<file path="config.mk">
export PLATFORM = sky130hd
export DESIGN_NAME = gmd_ctrl
export DESIGN_NICKNAME = d
export VERILOG_FILES = /design/src/hdl/gmd_pkg.sv /design/src/hdl/gmd_ctrl.sv
export SDC_FILE = /design/constraint.sdc
export NUM_CORES = 1
export LEC_CHECK = 0
export ABC_CLOCK_PERIOD_IN_PS = 2700
export BUFFER_PORTS_ARGS = -buffer_cell sky130_fd_sc_hd__buf_2
export CELL_PAD_IN_SITES_DETAIL_PLACEMENT = 1
export CELL_PAD_IN_SITES_GLOBAL_PLACEMENT = 1
export CORE_AREA = 2 2 55 57
export DETAILED_ROUTE_END_ITERATION = 6
export DIE_AREA = 0 0 57 59
export GPL_TIMING_DRIVEN = 0
export HOLD_SLACK_MARGIN = 0.08
export PLACE_DENSITY = 0.78
export SLEW_MARGIN = 20
export SYNTH_ARGS = -nofsm -noshare
export SYNTH_HDL_FRONTEND = slang
export SYNTH_SLANG_ARGS = --single-unit
export TNS_END_PERCENT = 1
</file>
<file path="constraint.sdc">
create_clock -name clock -period 2.7 [get_ports clock]
set_input_delay 0.405 -clock clock [delete_from_list [all_inputs] [get_ports clock]]
set_output_delay 0.405 -clock clock [all_outputs]
set_load 0.01 [all_outputs]
</file>
<file path="src/hdl/gmd_pkg.sv">
`timescale 1ns / 1ps

package gmd_pkg;

   localparam int FUNC_W     = 2;
   localparam int ROW_W      = 6;
   localparam int COL_W      = 6;
   localparam int PATH_IDX_W = 12;
   localparam int STATUS_W   = 3;
   localparam int PATH_LEN_W = 13;
   localparam int CFG_W      = 7;
   localparam int CSR_IDX_W  = 1;
   localparam int CMP_W      = 10;

   localparam logic [CSR_IDX_W-1:0] CSR_ROW_COUNT = 1'b0;
   localparam logic [CSR_IDX_W-1:0] CSR_COL_COUNT = 1'b1;

   localparam logic [CFG_W-1:0] CFG_RESET = 7'd64;

   typedef enum logic [FUNC_W-1:0] {
      FUNC_LOAD  = 2'd0,
      FUNC_SOLVE = 2'd1,
      FUNC_READ  = 2'd2
   } func_type;

   typedef enum logic [STATUS_W-1:0] {
      ST_FOUND   = 3'd0,
      ST_NO_PATH = 3'd1,
      ST_BAD_END = 3'd2,
      ST_LOADED  = 3'd3,
      ST_READ    = 3'd4
   } status_type;

   typedef enum logic [3:0] {
      S_IDLE,
      S_RD_WAIT,
      S_HOLD,
      S_CLEAR,
      S_CHK_START,
      S_START_W,
      S_END_W,
      S_VISIT,
      S_PROBE,
      S_PROBE_W,
      S_POP_W
   } state_type;

   typedef struct packed {
      logic       load_wall;
      logic       capture;
      logic       rd_path;
      logic       clr_step;
      logic       rd_start;
      logic       rd_end;
      logic       push_start;
      logic       mark;
      logic       probe;
      logic       push_nb;
      logic       next_dir;
      logic       pop;
      logic       load_top;
      logic       emit;
      status_type kind;
   } cmd_type;

   typedef struct packed {
      logic out_free;
      logic clr_last;
      logic start_ok;
      logic end_ok;
      logic at_end;
      logic nb_inside;
      logic nb_free;
      logic dir_last;
      logic sp_one;
      logic sp_full;
   } sts_type;

endpackage

</file>
<file path="src/hdl/gmd_ctrl.sv">
`timescale 1ns / 1ps

module gmd_ctrl
   import gmd_pkg::*;
(
   input  logic              clock,
   input  logic              reset,
   input  logic              req_valid,
   input  logic [FUNC_W-1:0] req_func,
   output logic              req_ready,
   input  sts_type           sts,
   output cmd_type           cmd
);

   state_type  state_ff, state_in;
   status_type kind_ff, kind_in;

   always_ff @(posedge clock) begin
      if (reset) begin
         state_ff <= S_IDLE;
         kind_ff  <= ST_LOADED;
      end else begin
         state_ff <= state_in;
         kind_ff  <= kind_in;
      end
   end

   always_comb begin
      cmd       = '0;
      cmd.kind  = kind_ff;
      state_in  = state_ff;
      kind_in   = kind_ff;
      req_ready = 1'b0;
      case (state_ff)
         S_IDLE: begin
            req_ready = 1'b1;
            if (req_valid) begin
               case (func_type'(req_func))
                  FUNC_LOAD: begin
                     cmd.load_wall = 1'b1;
                     if (sts.out_free) begin
                        cmd.emit = 1'b1;
                        cmd.kind = ST_LOADED;
                     end else begin
                        kind_in  = ST_LOADED;
                        state_in = S_HOLD;
                     end
                  end
                  FUNC_SOLVE: begin
                     cmd.capture = 1'b1;
                     state_in    = S_CLEAR;
                  end
                  FUNC_READ: begin
                     cmd.rd_path = 1'b1;
                     state_in    = S_RD_WAIT;
                  end
                  default: ;
               endcase
            end
         end
         S_RD_WAIT: begin
            if (sts.out_free) begin
               cmd.emit = 1'b1;
               cmd.kind = ST_READ;
               state_in = S_IDLE;
            end else begin
               kind_in  = ST_READ;
               state_in = S_HOLD;
            end
         end
         S_HOLD: begin
            if (sts.out_free) begin
               cmd.emit = 1'b1;
               state_in = S_IDLE;
            end
         end
         S_CLEAR: begin
            cmd.clr_step = 1'b1;
            if (sts.clr_last) state_in = S_CHK_START;
         end
         S_CHK_START: begin
            cmd.rd_start = 1'b1;
            state_in     = S_START_W;
         end
         S_START_W: begin
            if (!sts.start_ok) begin
               kind_in  = ST_BAD_END;
               state_in = S_HOLD;
            end else begin
               cmd.rd_end = 1'b1;
               state_in   = S_END_W;
            end
         end
         S_END_W: begin
            if (!sts.end_ok) begin
               kind_in  = ST_BAD_END;
               state_in = S_HOLD;
            end else begin
               cmd.push_start = 1'b1;
               state_in       = S_VISIT;
            end
         end
         S_VISIT: begin
            if (sts.at_end) begin
               kind_in  = ST_FOUND;
               state_in = S_HOLD;
            end else begin
               cmd.mark = 1'b1;
               state_in = S_PROBE;
            end
         end
         S_PROBE: begin
            if (sts.nb_inside) begin
               cmd.probe = 1'b1;
               state_in  = S_PROBE_W;
            end else if (!sts.dir_last) begin
               cmd.next_dir = 1'b1;
            end else begin
               cmd.pop = 1'b1;
               if (sts.sp_one) begin
                  kind_in  = ST_NO_PATH;
                  state_in = S_HOLD;
               end else begin
                  state_in = S_POP_W;
               end
            end
         end
         S_PROBE_W: begin
            if (sts.nb_free && !sts.sp_full) begin
               cmd.push_nb = 1'b1;
               state_in    = S_VISIT;
            end else if (!sts.nb_free && !sts.dir_last) begin
               cmd.next_dir = 1'b1;
               state_in     = S_PROBE;
            end else begin
               cmd.pop = 1'b1;
               if (sts.sp_one) begin
                  kind_in  = ST_NO_PATH;
                  state_in = S_HOLD;
               end else begin
                  state_in = S_POP_W;
               end
            end
         end
         S_POP_W: begin
            cmd.load_top = 1'b1;
            state_in     = S_VISIT;
         end
         default: state_in = S_IDLE;
      endcase
   end

endmodule

</file>
==> impl_metrics.py, run 1 <==
metrics = {
    "yosys": {
        "yosysWarnings": 0,
        "ys_ff_latch": 7,
        "synth_top_area_frac": 0.141,
        "ys_types": 46,
        "netlist_instances": 135,
        "ys_top_cells_by_area": "dfxtp_1 14%, a21oi_1 7.0%, mux2i_1 7.0%, ha_1 5.0%, nor3_1 5.0%",
        "syn_avg_cell_area_um2": 7.38,
        "syn_nets": 154,
        "async_reset_ff_frac": 0,
        "synth_area_um2": 996,
        "yosysTopAreaCell": "dfxtp_1",
        "yosysSeqAreaShare": 0.141,
        "synth-edff-count": 0,
        "ys.flop_type": "dfxtp_1",
    },
    "clocking": {
        "cts.path.max_buffers": 2,
        "cts_root_buffer": "clkbuf_4",
        "post-cts-setup-buffers": 0,
        "cts_tree": "yes",
        "cts_buffers": 3,
        "worstSkewPairLatency_ns": 0.25,
        "cts_htree_levels": 1,
        "cts_num_sinks": 7,
        "cts_resized": 0,
        "postCtsHoldBufs": 0,
        "clk_pin_slew_worst_paths_ns": 0.05,
    },
    "grt": {
        "grt_usage": 0.205,
        "grt.busiest_layer": "met2",
        "met1_usage": 0.265,
        "gr-total-overflow": 0,
        "use_met2": 0.363,
        "antenna_found_initial": 0,
        "met3_usage": 0.0284,
        "grt_first_pass_wirelength_um": 5490,
        "grt_max_degree": 11,
        "grt_pass1_vias": 1174,
    },
    "critical_path": {
        "worst-r2r-cell-count": 5,
        "cp_top_family": "simple AND/OR/NAND/NOR gates",
        "worst-path-max-fanout": 10,
        "path_class": "reg2out",
        "crit_top_cell": "buf_2",
        "crit_arrival_ns": 1.70,
        "setup.worst_path.start_class": "flip-flop",
        "cp_slowest_cell": "nor4_4",
        "worstSetupPathDepth": 6,
        "crit_path_cell_trace": "buf_2, nor4_4, and3_1, nand2_1, a21oi_1, buf_2",
        "critPathCaptureType": "output pin",
        "r2r_slack_ns": 1.00,
        "rr_startpoint": "state_ff[0]",
        "cpPeakStageDelay_ns": 0.35,
        "endpoint": "cmd[0]",
        "cp.required_ns": 2.30,
        "rr_endpoint": "kind_ff[1]",
        "crit_start": "state_ff[1]",
        "crit_buf_inv": 2,
    },
    "final_layout": {
        "n_antenna_cell": 0,
        "final_util": 0.449,
        "layout_common_cells": "35 x buf_2, 14 x a21oi_1, 12 x nor2_1, 10 x nor3_1",
        "drive_above_1_share": 0.306,
        "n_fill_cell": 381,
        "syn2layout_area_growth_pct": 22.1,
        "nets": 190,
        "final_common_cell": "buf_2",
    },
    "timing": {
        "rsz0062_at_grt": "false",
        "maxSlewHeadroom": 0.697,
        "worst_pin_slew_ns": 0.453,
        "clock_skew_ns": 0.00604,
        "setup_viol": 0,
        "hold_viol_final": 0,
        "drv_slew": 0,
        "finalSetupTns_ns": 0,
        "fmax_mhz": 475,
        "finalCriticalPeriod_ns": 2.11,
        "final.period_utilization": 0.780,
    },
    "floorplan": {
        "initial_utilization": 0.367,
        "num_rows": 19,
        "pin_count": 33,
        "die_x_um": 57,
        "design.die.area_um2": 3360,
        "core_area_um2": 2710,
        "die_h_um": 59,
    },
    "placement": {
        "gp_congestion": 0.872,
        "io_buffers": 31,
        "hpwlAfterDp_um": 2660,
    },
    "power_and_ir_drop": {
        "power.density_nw_per_um2": 368,
        "max-vdd-ir-drop_uv": 313,
        "p_leak_nw": 0.584,
    },
    "route": {
        "drt-initial-drc-count": 51,
        "num_vias": 1158,
        "dr.pass1.iters": 4,
        "wl_um": 3310,
        "post-route-drc-count": 0,
        "detail-route-antenna-nets": 0,
        "post_drt_wl_per_cell_um": 16.5,
        "viasPerCell": 5.76,
    },
    "flow_run": {
        "drv_cap": 0,
    },
    "hold_path": {
        "hold_path_class": "in2reg",
    },
    "outcome": {
        "run_status": "completed",
    },
}
## tightest hold or removal path: stages
cell	delay, ns
buf_2	0.09
or2b_1	0.10
a21oi_1	0.06
## sequential cells by signal (all words and copies together), names as in the netlist
name / cells
state_ff: 4
kind_ff: 3
## per-layer routing
metal	part of all wire	vias up
li1	-	564
met1	0.42	544
met2	0.50	46
met3	0.067	4
met4	0.011	0
met5	0	-
## stage by stage
step / instances / total power (W) / worst slack (ns) / hold slack (ns) / instance area [um^2]
after global placement: 197 / 0.000354 / 0.884 / 0.482 / 1190
final: 201 / 0.000448 / 0.594 / 0.469 / 1220
after floorplan: 135 / 0.000284 / 0.864 / 0.453 / 996
after global routing: 201 / 0.000481 / 0.405 / 0.467 / 1220
after CTS: 201 / 0.000452 / 0.557 / 0.447 / 1220
after detailed placement: 197 / 0.000356 / 0.832 / 0.490 / 1190
## worst min-delay path by stage
stage / startpoint / endpoint / cells after the start
6_report: sts[8] / state_ff[0] / 3
5_1_grt: sts[8] / state_ff[0] / 3
4_1_cts: sts[8] / state_ff[0] / 3
3_5_place_dp: kind_ff[2] / kind_ff[2] / 2
3_3_place_gp: kind_ff[2] / kind_ff[2] / 2
2_1_floorplan: kind_ff[2] / kind_ff[2] / 2
## area by class of cell
cell class,count,area [um^2],area share
flip-flops and latches,7,140,0.115
well taps,31,38.8,0.0319
clock buffers,4,26.3,0.0216
inverters,7,26.3,0.0216
repair buffers,31,155,0.128
plain buffers,9,65.1,0.0535
multi-input cells,112,764,0.629
## report_power, final
group	switching (W)	internal, W
Combinational	0.000135	0.000101
Clock	0.0000362	0.0000562
Sequential	0.00000883	0.000110
Total	0.000180	0.000268
## cell usage after synthesis, drive strengths merged, types with 2 or more instances
| cell | instances |
|---|---|
| a21oi | 14 |
| nor2 | 12 |
| nor3 | 10 |
| buf | 9 |
| o21ai | 8 |
| dfxtp | 7 |
| inv | 7 |
| mux2i | 7 |
| nand2 | 6 |
| and3 | 5 |
| and2 | 4 |
| ha | 4 |
| nand2b | 4 |
| nor3b | 4 |
| a22oi | 3 |
| nor2b | 3 |
| o21bai | 3 |
| a21o | 2 |
| and3b | 2 |
| nand3 | 2 |
| o211ai | 2 |
## kinds of logic after synthesis
family	after synthesis	synth area share
compound gates	40	0.263
simple gates	60	0.373
mux	8	0.0817
fa+ha+maj	4	0.0503
buf+inv	16	0.0917
flops	7	0.141
(Power assumes the default switching activity.)
==> run 2, diff against run 1 <==
ABC_AREA = 1   (was unset)
ABC_CLOCK_PERIOD_IN_PS = 2150   (was 2700)
CORE_AREA = 2 2 57 59   (was 2 2 55 57)
DIE_AREA = 0 0 59 61   (was 0 0 57 59)
PLACE_DENSITY = 0.74   (was 0.78)
clock period = 2.15 ns   (was 2.7 ns; I/O delays follow)
==> run 2 against run 1 <==
Area after synthesis decreased by 9.4%. Clock-buffer cell count is the same. Combinational power grew to 4.0 times the previous value. Power rose to 2.9 times the previous value. Via count shrank 2.8%. Critical endpoint is now cmd[1]. Largest cell class unchanged. Sequential power is 100% higher. Design area is 7.1% lower. First-iteration DRC count shrank 14%.
==> impl_metrics.py, run 2 <==
metrics = {
    "route": {
        "dr.pass1.iters": 4,
        "post_drt_wl_per_cell_um": 13.1,
        "num_vias": 1126,
        "viasPerCell": 4.79,
        "detail-route-antenna-nets": 0,
        "drt-initial-drc-count": 44,
        "wl_um": 3090,
        "post-route-drc-count": 0,
    },
    "clocking": {
        "clk_pin_slew_worst_paths_ns": 0.05,
        "postCtsHoldBufs": 0,
        "cts_buffers": 3,
        "cts_num_sinks": 7,
        "post-cts-setup-buffers": 0,
        "cts_htree_levels": 1,
        "cts.path.max_buffers": 2,
        "cts_tree": "yes",
        "cts_resized": 0,
        "cts_root_buffer": "clkbuf_4",
        "worstSkewPairLatency_ns": 0.25,
    },
    "placement": {
        "gp_congestion": 0.888,
        "hpwlAfterDp_um": 2710,
        "placed_cells": 231,
        "io_buffers": 32,
    },
    "yosys": {
        "ys_top_cells_by_area": "nand2_1 16%, dfxtp_1 16%, inv_1 12%, nor2_1 11%, nand3_1 8.9%",
        "ys.flop_type": "dfxtp_1",
        "ys_types": 18,
        "ys_ff_latch": 7,
        "netlist_instances": 166,
        "synth_top_area_frac": 0.158,
        "synth-edff-count": 0,
        "yosysWarnings": 0,
        "syn_avg_cell_area_um2": 5.43,
        "syn_nets": 185,
        "synth_area_um2": 902,
        "yosysTopAreaCell": "nand2_1",
        "async_reset_ff_frac": 0,
        "yosysSeqAreaShare": 0.155,
        "synth_most_common_cell": "nand2_1",
        "synth_common_cells": "38 x nand2_1, 29 x inv_1, 27 x nor2_1",
    },
    "final_layout": {
        "regArea_um2": 140,
        "final_common_cell": "nand2_1",
        "max_flop_register": "state_ff",
        "multiInputGateArea_um2": 634,
        "drive_above_1_share": 0.302,
        "syn2layout_area_growth_pct": 25.2,
        "final_cells": 235,
        "largest_reg_flops": 4,
        "layout_common_cells": "38 x nand2_1, 32 x buf_2, 29 x inv_1, 27 x nor2_1, 16 x nand3_1",
        "n_antenna_cell": 0,
        "nets": 222,
        "reg_top3": "state_ff x4, kind_ff x3",
        "n_fill_cell": 432,
    },
    "grt": {
        "grt_pass1_vias": 1168,
        "use_met2": 0.333,
        "met3_usage": 0.0149,
        "grt_first_pass_wirelength_um": 4970,
        "grt_usage": 0.182,
        "gr-total-overflow": 0,
        "antenna_found_initial": 0,
        "grt_max_degree": 9,
        "met1_usage": 0.219,
        "grt.busiest_layer": "met2",
    },
    "critical_path": {
        "rr_endpoint": "kind_ff[2]",
        "cp.required_ns": 1.83,
        "worst-r2r-cell-count": 9,
        "path_class": "reg2out",
        "cp_slowest_cell": "dfxtp_1",
        "critPathCaptureType": "output pin",
        "crit_buf_inv": 2,
        "worst-path-max-fanout": 8,
        "cp_top_family": "simple AND/OR/NAND/NOR gates",
        "crit_path_cell_trace": "nor2_4, nand2_2, nor2_2, inv_1, nor2_2, nor2_1, nor2_1, buf_2",
        "rr_startpoint": "state_ff[0]",
        "r2r_slack_ns": 0.58,
        "crit_arrival_ns": 1.67,
        "setup.worst_path.start_class": "flip-flop",
        "cpPeakStageDelay_ns": 0.38,
    },
    "floorplan": {
        "initial_utilization": 0.306,
        "die_h_um": 61,
        "design.die.area_um2": 3600,
        "core_area_um2": 2950,
        "pin_count": 33,
        "die_x_um": 59,
        "num_rows": 20,
    },
    "timing": {
        "final.period_utilization": 0.925,
        "finalCriticalPeriod_ns": 1.99,
        "fmax_mhz": 503,
        "drv_slew": 0,
        "finalSetupTns_ns": 0,
        "rsz0062_at_grt": "false",
        "maxSlewHeadroom": 0.799,
        "clock_skew_ns": 0.00412,
        "setup_viol": 0,
        "hold_viol_final": 0,
        "worst_pin_slew_ns": 0.300,
    },
    "hold_path": {
        "hold_end": "state_ff[0]",
        "worstHoldPathCells": 2,
        "hold_start": "reset",
        "hold_path_class": "in2reg",
    },
    "power_and_ir_drop": {
        "max-vdd-ir-drop_uv": 334,
        "p_leak_nw": 0.758,
        "power.density_nw_per_um2": 1170,
    },
    "flow_run": {
        "drv_cap": 0,
    },
    "outcome": {
        "run_status": "completed",
    },
}
## run 2: cell types whose count changed after synthesis, sizes merged, moves of 5 or more
cell,previous run,this run
nand2,6,46
a21oi,14,8
nand3,2,19
mux2i,7,0
nor3,10,4
buf,9,0
inv,7,34
nor2,12,36
and3,5,0
## run 2: metal layers
metal / share of wire / up-vias
met5: 0 / -
met2: 0.49 / 28
met3: 0.029 / 7
met4: 0.022 / 0
met1: 0.46 / 505
li1: - / 586
## run 2: cell type report
class | count | share of cell area
timing repair buffer | 32 | 0.142
multi-input combinational | 125 | 0.561
clock buffer | 4 | 0.0233
inverter | 34 | 0.113
sequential | 7 | 0.124
tap | 33 | 0.0365
## run 2: power breakdown
part	switching (W)	internal, W
Combinational	0.000628	0.000327
Clock	0.0000475	0.0000707
Sequential	0.0000612	0.000181
Total	0.000737	0.000580
## run 2: worst max path at each step
stage | startpoint | endpoint | slack [ns] | cells after the start
finish | state_ff[0] | cmd[1] | 0.16 | 8
global route | state_ff[1] | cmd[0] | 0.06 | 8
CTS | state_ff[3] | cmd[1] | 0.15 | 8
detailed placement | req_func[0] | cmd[1] | 0.38 | 10
global placement | req_func[0] | cmd[1] | 0.46 | 10
floorplan | state_ff[3] | cmd[0] | 0.59 | 7
## run 2: per-stage QoR
step | instance area (um^2) | setup slack (ns) | hold WS [ns] | total power, W | util
2_1_floorplan | 902 | 0.593 | 0.392 | 0.000925 | -
3_3_place_gp | 1100 | 0.460 | 0.461 | 0.00117 | 0.374
3_5_place_dp | 1100 | 0.377 | 0.458 | 0.00120 | 0.374
4_1_cts | 1130 | 0.152 | 0.312 | 0.00133 | 0.383
5_1_grt | 1130 | 0.0615 | 0.317 | 0.00146 | 0.383
6_report | 1130 | 0.162 | 0.305 | 0.00132 | 0.383
## run 2: cells by family (layout without fill, tap and decap cells)
kind of cell,count (synthesis),in the layout,synth area share
AOI/OAI and AO/OA,13,13,0.0763
buffers and inverters,34,70,0.141
and+or+nand+nor,108,108,0.571
adders and majority gates,4,4,0.0555
DFF,7,7,0.155
